[config.mk]
export PLATFORM = sky130hd
export DESIGN_NAME = dmtb_engine
export DESIGN_NICKNAME = d
export VERILOG_FILES = /design/src/hw/rtl/dmtb_pkg.sv /design/src/hw/rtl/dmtb_engine.sv
export SDC_FILE = /design/constraint.sdc
export NUM_CORES = 1
export LEC_CHECK = 0
export ABC_AREA = 1
export BUFFER_PORTS_ARGS = -buffer_cell sky130_fd_sc_hd__buf_2
export CAP_MARGIN = 0
export CORE_MARGIN = 4
export CORE_UTILIZATION = 43
export DETAILED_ROUTE_END_ITERATION = 10
export GPL_ROUTABILITY_DRIVEN = 0
export GPL_TIMING_DRIVEN = 1
export PLACE_DENSITY = 0.71
export SLEW_MARGIN = 10
export SYNTH_ARGS = -nofsm -noshare
export SYNTH_HDL_FRONTEND = slang
export SYNTH_SLANG_ARGS = --single-unit
[constraint.sdc]
create_clock -name clk -period 5.7 [get_ports clk]
set_input_delay 0.57 -clock clk [delete_from_list [all_inputs] [get_ports clk]]
set_output_delay 0.57 -clock clk [all_outputs]
set_load 0.01 [all_outputs]
[src/hw/rtl/dmtb_pkg.sv]
// ----------------------------------------------------------------------------
// Dot-matrix text buffer package
// Command codes, fixed sizes and the beat structures shared by the buffer
// core and its command engine.
// ----------------------------------------------------------------------------
package dmtb_pkg;

    localparam int GLYPH_COUNT     = 128;
    localparam int ROW_COUNT       = 8;
    localparam int FONT_DEPTH      = GLYPH_COUNT * ROW_COUNT;
    localparam int FONT_ADDR_W     = $clog2(FONT_DEPTH);
    localparam int ROW_BYTES_RESET = 8;

    localparam logic [2:0] CMD_LOAD_FONT = 3'd0;
    localparam logic [2:0] CMD_DRAW      = 3'd1;
    localparam logic [2:0] CMD_ROT_LEFT  = 3'd2;
    localparam logic [2:0] CMD_ROT_RIGHT = 3'd3;
    localparam logic [2:0] CMD_CLEAR     = 3'd4;
    localparam logic [2:0] CMD_READ      = 3'd5;

    localparam logic [6:0] QMARK_CODE = 7'h3F;
    localparam logic [3:0] SHIFT_MAX  = 4'd8;
    localparam logic [2:0] LAST_ROW   = 3'd7;

    typedef struct packed {
        logic [2:0] command;
        logic [7:0] dot_column;
        logic [7:0] char_code;
        logic [2:0] row_index;
        logic [4:0] byte_index;
        logic [7:0] data_byte;
        logic [3:0] shift_amount;
    } cmd_t;

    typedef struct packed {
        logic [7:0] read_data;
        logic       ignored;
    } res_t;

endpackage

[src/hw/rtl/dmtb_engine.sv]
// ----------------------------------------------------------------------------
// Dot-matrix text buffer command engine
// Sequences one command at a time over the font and dot memories: font
// loads, glyph merges, row rotation, clearing sweeps and byte reads.
// ----------------------------------------------------------------------------
module dmtb_engine #(
    parameter int MAX_ROW_BYTES = 32,
    localparam int DOT_DEPTH  = dmtb_pkg::ROW_COUNT * MAX_ROW_BYTES,
    localparam int DOT_ADDR_W = $clog2(DOT_DEPTH)
) (
    input  logic                               clk,
    input  logic                               rst_n,
    input  logic                               start,
    input  dmtb_pkg::cmd_t                     cmd,
    output logic                               idle,
    input  logic [5:0]                         row_bytes,
    output logic                               font_we,
    output logic [dmtb_pkg::FONT_ADDR_W-1:0]   font_waddr,
    output logic [7:0]                         font_wdata,
    output logic [dmtb_pkg::FONT_ADDR_W-1:0]   font_raddr,
    input  logic [7:0]                         font_rdata,
    output logic                               dot_we,
    output logic [DOT_ADDR_W-1:0]              dot_waddr,
    output logic [7:0]                         dot_wdata,
    output logic [DOT_ADDR_W-1:0]              dot_raddr,
    input  logic [7:0]                         dot_rdata,
    output logic                               res_valid,
    output dmtb_pkg::res_t                     res,
    input  logic                               res_ready
);

    localparam logic [3:0] S_IDLE    = 4'd0;
    localparam logic [3:0] S_CLEAR   = 4'd1;
    localparam logic [3:0] S_READ    = 4'd2;
    localparam logic [3:0] S_DRAW_A  = 4'd3;
    localparam logic [3:0] S_DRAW_B  = 4'd4;
    localparam logic [3:0] S_DRAW_C  = 4'd5;
    localparam logic [3:0] S_ROT     = 4'd6;
    localparam logic [3:0] S_ROT_FIN = 4'd7;
    localparam logic [3:0] S_RESULT  = 4'd8;

    localparam logic [DOT_ADDR_W-1:0] DOT_LAST = DOT_ADDR_W'(DOT_DEPTH - 1);

    function automatic logic [DOT_ADDR_W-1:0] dot_addr(input logic [2:0] r,
                                                        input logic [5:0] c);
        dot_addr = DOT_ADDR_W'(r) * DOT_ADDR_W'(MAX_ROW_BYTES) + DOT_ADDR_W'(c);
    endfunction

    logic [3:0]            state_reg, state_next;
    logic [DOT_ADDR_W-1:0] clr_addr_reg, clr_addr_next;
    logic                  clr_cmd_reg, clr_cmd_next;
    logic                  arr_valid_reg, arr_valid_next;
    logic                  fin_valid_reg, fin_valid_next;

    logic [2:0] row_reg, row_next;
    logic [5:0] col_reg, col_next;
    logic [6:0] code_reg, code_next;
    logic [4:0] byte_reg, byte_next;
    logic [2:0] bit_reg, bit_next;
    logic [3:0] shift_reg, shift_next;
    logic       left_reg, left_next;
    logic [7:0] glyph_reg, glyph_next;
    logic [5:0] arr_col_reg, arr_col_next;
    logic [2:0] arr_row_reg, arr_row_next;
    logic [2:0] fin_row_reg, fin_row_next;
    logic [7:0] first_reg, first_next;
    logic [7:0] prev_reg, prev_next;
    logic [7:0] res_data_reg, res_data_next;
    logic       res_ign_reg, res_ign_next;

    logic [15:0] rot_word, rot_shl, rot_shr;
    logic [7:0]  rot_val;
    logic [7:0]  draw_glyph;
    logic [15:0] draw_spread;
    logic [7:0]  keep_mask;
    logic [5:0]  byte_inc;

    assign rot_word    = {prev_reg, fin_valid_reg ? first_reg : dot_rdata};
    assign rot_shl     = rot_word << shift_reg;
    assign rot_shr     = rot_word >> shift_reg;
    assign rot_val     = left_reg ? rot_shl[15:8] : rot_shr[7:0];
    assign draw_glyph  = (state_reg == S_DRAW_B) ? font_rdata : glyph_reg;
    assign draw_spread = {draw_glyph, 8'h00} >> bit_reg;
    assign keep_mask   = 8'hFF >> bit_reg;
    assign byte_inc    = {1'b0, byte_reg} + 6'd1;

    always_comb
    begin
        state_next     = state_reg;
        clr_addr_next  = clr_addr_reg;
        clr_cmd_next   = clr_cmd_reg;
        arr_valid_next = 1'b0;
        fin_valid_next = 1'b0;
        row_next       = row_reg;
        col_next       = col_reg;
        code_next      = code_reg;
        byte_next      = byte_reg;
        bit_next       = bit_reg;
        shift_next     = shift_reg;
        left_next      = left_reg;
        glyph_next     = glyph_reg;
        arr_col_next   = col_reg;
        arr_row_next   = row_reg;
        fin_row_next   = row_reg;
        first_next     = first_reg;
        prev_next      = prev_reg;
        res_data_next  = res_data_reg;
        res_ign_next   = res_ign_reg;

        font_we    = 1'b0;
        font_waddr = {cmd.char_code[6:0], cmd.row_index};
        font_wdata = cmd.data_byte;
        font_raddr = {code_reg, row_reg};
        dot_we     = 1'b0;
        dot_waddr  = '0;
        dot_wdata  = '0;
        dot_raddr  = dot_addr(row_reg, col_reg);

        // rotate: retire the byte that arrives from the read issued last cycle
        if (arr_valid_reg)
        begin
            prev_next = dot_rdata;
            if (arr_col_reg == 6'd0)
            begin
                first_next = dot_rdata;
            end
            else
            begin
                dot_we    = 1'b1;
                dot_waddr = dot_addr(arr_row_reg,
                                     left_reg ? arr_col_reg - 6'd1 : arr_col_reg);
                dot_wdata = rot_val;
            end
        end

        // rotate: close the row with the wrap-around byte
        if (fin_valid_reg)
        begin
            dot_we    = 1'b1;
            dot_waddr = dot_addr(fin_row_reg, left_reg ? row_bytes - 6'd1 : 6'd0);
            dot_wdata = rot_val;
        end

        case (state_reg)
            S_IDLE:
            begin
                if (start)
                begin
                    res_data_next = 8'h00;
                    res_ign_next  = 1'b0;
                    state_next    = S_RESULT;
                    case (cmd.command)
                        dmtb_pkg::CMD_LOAD_FONT:
                        begin
                            if (cmd.char_code[7])
                            begin
                                res_ign_next = 1'b1;
                            end
                            else
                            begin
                                font_we = 1'b1;
                            end
                        end
                        dmtb_pkg::CMD_DRAW:
                        begin
                            if ({1'b0, cmd.dot_column} >= {row_bytes, 3'b000})
                            begin
                                res_ign_next = 1'b1;
                            end
                            else
                            begin
                                code_next  = cmd.char_code[7] ? dmtb_pkg::QMARK_CODE
                                                              : cmd.char_code[6:0];
                                byte_next  = cmd.dot_column[7:3];
                                bit_next   = cmd.dot_column[2:0];
                                row_next   = 3'd0;
                                state_next = S_DRAW_A;
                            end
                        end
                        dmtb_pkg::CMD_ROT_LEFT, dmtb_pkg::CMD_ROT_RIGHT:
                        begin
                            if (cmd.shift_amount == 4'd0 ||
                                cmd.shift_amount > dmtb_pkg::SHIFT_MAX)
                            begin
                                res_ign_next = 1'b1;
                            end
                            else
                            begin
                                left_next  = (cmd.command == dmtb_pkg::CMD_ROT_LEFT);
                                shift_next = cmd.shift_amount;
                                row_next   = 3'd0;
                                col_next   = 6'd0;
                                state_next = S_ROT;
                            end
                        end
                        dmtb_pkg::CMD_CLEAR:
                        begin
                            clr_addr_next = '0;
                            clr_cmd_next  = 1'b1;
                            state_next    = S_CLEAR;
                        end
                        dmtb_pkg::CMD_READ:
                        begin
                            if ({1'b0, cmd.byte_index} >= row_bytes)
                            begin
                                res_ign_next = 1'b1;
                            end
                            else
                            begin
                                dot_raddr  = dot_addr(cmd.row_index, {1'b0, cmd.byte_index});
                                state_next = S_READ;
                            end
                        end
                        default:
                        begin
                            res_ign_next = 1'b1;
                        end
                    endcase
                end
            end

            S_CLEAR:
            begin
                dot_we    = 1'b1;
                dot_waddr = clr_addr_reg;
                dot_wdata = 8'h00;
                if (clr_addr_reg == DOT_LAST)
                begin
                    clr_cmd_next = 1'b0;
                    state_next   = clr_cmd_reg ? S_RESULT : S_IDLE;
                end
                else
                begin
                    clr_addr_next = clr_addr_reg + 1'b1;
                end
            end

            S_READ:
            begin
                res_data_next = dot_rdata;
                state_next    = S_RESULT;
            end

            S_DRAW_A:
            begin
                dot_raddr  = dot_addr(row_reg, {1'b0, byte_reg});
                state_next = S_DRAW_B;
            end

            S_DRAW_B:
            begin
                glyph_next = font_rdata;
                dot_we     = 1'b1;
                dot_waddr  = dot_addr(row_reg, {1'b0, byte_reg});
                dot_wdata  = (dot_rdata & ~keep_mask) | draw_spread[15:8];
                if (bit_reg != 3'd0 && byte_inc < row_bytes)
                begin
                    dot_raddr  = dot_addr(row_reg, byte_inc);
                    state_next = S_DRAW_C;
                end
                else if (row_reg == dmtb_pkg::LAST_ROW)
                begin
                    state_next = S_RESULT;
                end
                else
                begin
                    row_next   = row_reg + 3'd1;
                    state_next = S_DRAW_A;
                end
            end

            S_DRAW_C:
            begin
                dot_we    = 1'b1;
                dot_waddr = dot_addr(row_reg, byte_inc);
                dot_wdata = (dot_rdata & keep_mask) | draw_spread[7:0];
                if (row_reg == dmtb_pkg::LAST_ROW)
                begin
                    state_next = S_RESULT;
                end
                else
                begin
                    row_next   = row_reg + 3'd1;
                    state_next = S_DRAW_A;
                end
            end

            S_ROT:
            begin
                if (col_reg < row_bytes)
                begin
                    arr_valid_next = 1'b1;
                    col_next       = col_reg + 6'd1;
                end
                else
                begin
                    fin_valid_next = 1'b1;
                    col_next       = 6'd0;
                    if (row_reg == dmtb_pkg::LAST_ROW)
                    begin
                        state_next = S_ROT_FIN;
                    end
                    else
                    begin
                        row_next = row_reg + 3'd1;
                    end
                end
            end

            S_ROT_FIN:
            begin
                state_next = S_RESULT;
            end

            S_RESULT:
            begin
                if (res_ready)
                begin
                    state_next = S_IDLE;
                end
            end

            default:
            begin
                state_next = S_IDLE;
            end
        endcase
    end

    always_ff @(posedge clk or negedge rst_n)
    begin
        if (!rst_n)
        begin
            state_reg     <= S_CLEAR;
            clr_addr_reg  <= '0;
            clr_cmd_reg   <= 1'b0;
            arr_valid_reg <= 1'b0;
            fin_valid_reg <= 1'b0;
        end
        else
        begin
            state_reg     <= state_next;
            clr_addr_reg  <= clr_addr_next;
            clr_cmd_reg   <= clr_cmd_next;
            arr_valid_reg <= arr_valid_next;
            fin_valid_reg <= fin_valid_next;
        end
    end

    always_ff @(posedge clk)
    begin
        row_reg      <= row_next;
        col_reg      <= col_next;
        code_reg     <= code_next;
        byte_reg     <= byte_next;
        bit_reg      <= bit_next;
        shift_reg    <= shift_next;
        left_reg     <= left_next;
        glyph_reg    <= glyph_next;
        arr_col_reg  <= arr_col_next;
        arr_row_reg  <= arr_row_next;
        fin_row_reg  <= fin_row_next;
        first_reg    <= first_next;
        prev_reg     <= prev_next;
        res_data_reg <= res_data_next;
        res_ign_reg  <= res_ign_next;
    end

    assign idle          = (state_reg == S_IDLE);
    assign res_valid     = (state_reg == S_RESULT);
    assign res.read_data = res_data_reg;
    assign res.ignored   = res_ign_reg;

endmodule

==> results.txt <==
* Result of the run: finished clean
- The worst setup path is of the reg2out kind.
- The clock period could shrink to 3700 ps.
- In the final routed layout, each cell accounts on average for 15.7 um.
- Measured slew at the worst slew-check pin: 1150 ps
- Top Ports: 130
- Measured against its own limit, the worst slew margin works out to 0.230.
- Clock-pin slew was measured on the worst setup and hold paths at 70 ps.
* Count of hold-fix buffers inserted at cts: 0
* Number of post-CTS setup repair buffers: 0
- Fill cells in the final layout number 1722.
- For this block, the routed nets add up to 21400 um of wire.
- Post-synthesis async set-or-reset flop share: 0.174
- Clock tree from TritonCTS: built
* Max Cap Viol: 0
* Initial antenna violation count: 0
- DR vias/cell: 5.47
- Growth of design area from synthesis to finish: 12.0%
- The final-report hold violation count was 0.
- Setup violations remaining at the end of the flow were counted as 0.
- Cell area after synthesis: 7190 sq um
- Syn Nets: 1160
* Class of the tightest hold or removal check: in2async
- After legalization and detailed placement, the total HPWL measured 16500 um.
- Power per standard cell area: 320 nW/um^2
- Cell type with the largest total area after synthesis: edfxtp_1
- The count of nets left with antenna violations once routing finished came out at 0.
* Number of gates resized after CTS: 0
- At the worst endpoint, the arrival time is 3130 ps.
* Worst Setup End Kind: output pin
- Synthesis produced 1061 cells.
- Vias in the first global route: 6782
- Seq cells post-synth: 86
- Total Nets Final: 1232
- For the worst setup path, the data required time is 5130 ps.
* Initial Util: 0.437
- In the finished design, the share of the clock period the worst path needs comes to 0.649.
* H-tree levels: 3
- In this run, synthesis inferred 54 flip-flops with an integrated enable.
- The initialized floorplan defines 47 standard-cell rows.
- Leakage dissipation: 4.05 nW
- Summed over all failing endpoints, the final setup total negative slack is 0 ps.
* Initial detailed-routing violation count: 692
- STA classifies the critical path startpoint as a flip-flop.
- Vias post-DR: 7429
- Die width: 137 um
- Of the post-synthesis cell area, the dominant cell type holds 0.226.
- Max Transition Viols Final: 0
* Number of iterations in the first detailed-routing pass: 5
* Worst IR Drop VDD: 0.000229 V
* Overall overflow remaining after global route: 0
* Diode insertion count for antenna repair: 0
* Overall fraction of global-route tracks in use: 0.227
* Remaining routing DRC violations: 0
- Clk root buf: clkbuf_16
- Wire length of the first global-routing pass: 33900 um
* Dominant synthesized flop cell: edfxtp_1
- Largest net degree at the start of global routing: 34
* Worst Path Max Fanout: 33
- IO Port Bufs: 113
- Clock tree synthesis inserted a total of 9 buffers.
- Skew final: 12.7 ps
* Yosys warns: 0
- In the final layout, the share of cells above drive strength 1 is 0.155.
* Setup repair after global routing missed its margin: no
* Skew-Pair Late Insertion Delay: 350 ps
* Number of clock sinks: 86
* Overall die height: 137 um
- Ranked by total cell area, the synthesized netlist is headed by edfxtp_1 (23%), nand2_1 (15%), nand3_1 (11%), inv_1 (6.9%), ha_1 (5.9%).
* Number of different library cells in the post-synthesis netlist: 52
- Post-layout total power: 2.58 mW
- Core box area: 16500 sq um
* Sequential cell area fraction in the yosys report: 0.325
- Based on the critical path, the design can be clocked at up to 270 MHz.
- Area of the die: 18800 sq um
* CTS Buffer Depth: 2
* Post-synthesis area per instance: 6.77 sq um
-- per-stage QoR --
stage	instance area, sq um	hold slack (ps)	instances	utilization	setup WS, ps
after CTS	8050	140	1358	0.489	1990
after global routing	8050	156	1358	0.489	1710
after detailed placement	7730	479	1342	0.470	2430
after global placement	7730	478	1342	0.470	2480
after floorplan	7190	274	1061	-	2870
final	8050	145	1358	0.489	2000
-- layout make-up --
type | count | area (sq um) | share of cell area
Multi-Input combinational cell | 772 | 3990 | 0.495
Tap cell | 220 | 275 | 0.0342
Timing Repair Buffer | 113 | 566 | 0.0702
Sequential cell | 86 | 2340 | 0.290
Inverter | 151 | 571 | 0.0708
Clock buffer | 13 | 272 | 0.0337
Clock inverter | 3 | 47.5 | 0.00590
-- path summary, 6_finish.rpt --
check	from	endpoint	slack (ps)	cells after the start
worst max-delay path	shift_reg[1]$_DFFE_PP_	dot_wdata[7]	2000	8
worst min-delay path	rst_n	clr_addr_reg[7]$_DFFE_PN0P_	150	1
worst max register to register	byte_reg[0]$_DFFE_PP_	state_reg[3]$_DFFE_PN0P_	2950	13
worst min register to register	glyph_reg[6]$_DFF_P_	glyph_reg[6]$_DFF_P_	490	2
max in group asynchronous	rst_n	state_reg[0]$_DFFE_PN1P_	5230	1
min in group clk	cmd[28]	bit_reg[0]$_DFFE_PP_	410	1
-- cell families after synthesis --
logic type / Yosys count / synth area share
compound gates: 156 / 0.127
xor+xnor: 18 / 0.0219
fa+ha+maj: 34 / 0.0592
buf+inv: 203 / 0.121
flops: 86 / 0.325
simple gates: 564 / 0.345
-- where the power goes --
| group | internal [mW] | total [mW] | switching (mW) |
|---|---|---|---|
| sequential | 0.791 | 0.896 | 0.104 |
| combinational | 0.355 | 1.04 | 0.683 |
| clock | 0.382 | 0.645 | 0.263 |
-- worst max-delay path, stage by stage, from the launching register on --
cell      delay, ps
edfxtp_1        940
inv_1           700
o21ai_0         430
nand2_1          90
nand2_1          80
o21ai_0          70
o21ai_1         200
nand3_1         110
buf_2           150
-- layout by cell type, fill, tap and decap left out, drive strengths merged --
master,instances
dfstp,1
nor3,15
o21a,2
clkinv,5
dfxtp,17
buf,113
dfrtp,14
and2,2
o221ai,1
a211oi,1
o21ai,67
nor2,78
a21boi,2
o22ai,6
edfxtp,54
a21oi,52
ha,34
nand2,286
bufinv,1
a221oi,2
xor2,12
o32ai,2
clkbuf,13
xnor2,6
o211ai,6
o211a,1
nand4,13
or2,8
a31oi,4
nand3b,1
a22o,2
a22oi,3
nand3,161
inv,148
a21o,2
o21bai,3
-- layer usage --
metal | vias up | wire length (um) | part of all wire | global-route usage
li1 | 3627 | - | - | -
met1 | 3431 | 9170 | 0.43 | 0.303
met2 | 333 | 9890 | 0.46 | 0.372
met3 | 38 | 1860 | 0.087 | 0.0427
met4 | 0 | 461 | 0.022 | 0.0726
met5 | - | 0 | 0 | 0
-- cells in the mapped netlist, drive strengths merged (2+ instances only) --
cell type / count
dfxtp: 17
xnor2: 6
nor3: 15
nand3: 161
a21boi: 2
a22o: 2
and2: 2
nor2: 78
nand2: 286
o32ai: 2
dfrtp: 14
a221oi: 2
a31oi: 4
o21bai: 3
inv: 146
o21ai: 67
o211ai: 6
a22oi: 3
edfxtp: 54
a21oi: 52
xor2: 12
clkbuf: 13
or2: 8
ha: 34
buf: 39
a21o: 2
o22ai: 6
clkinv: 5
nand4: 13
o21a: 2
Note: power is estimated with default switching activity, not from simulation.
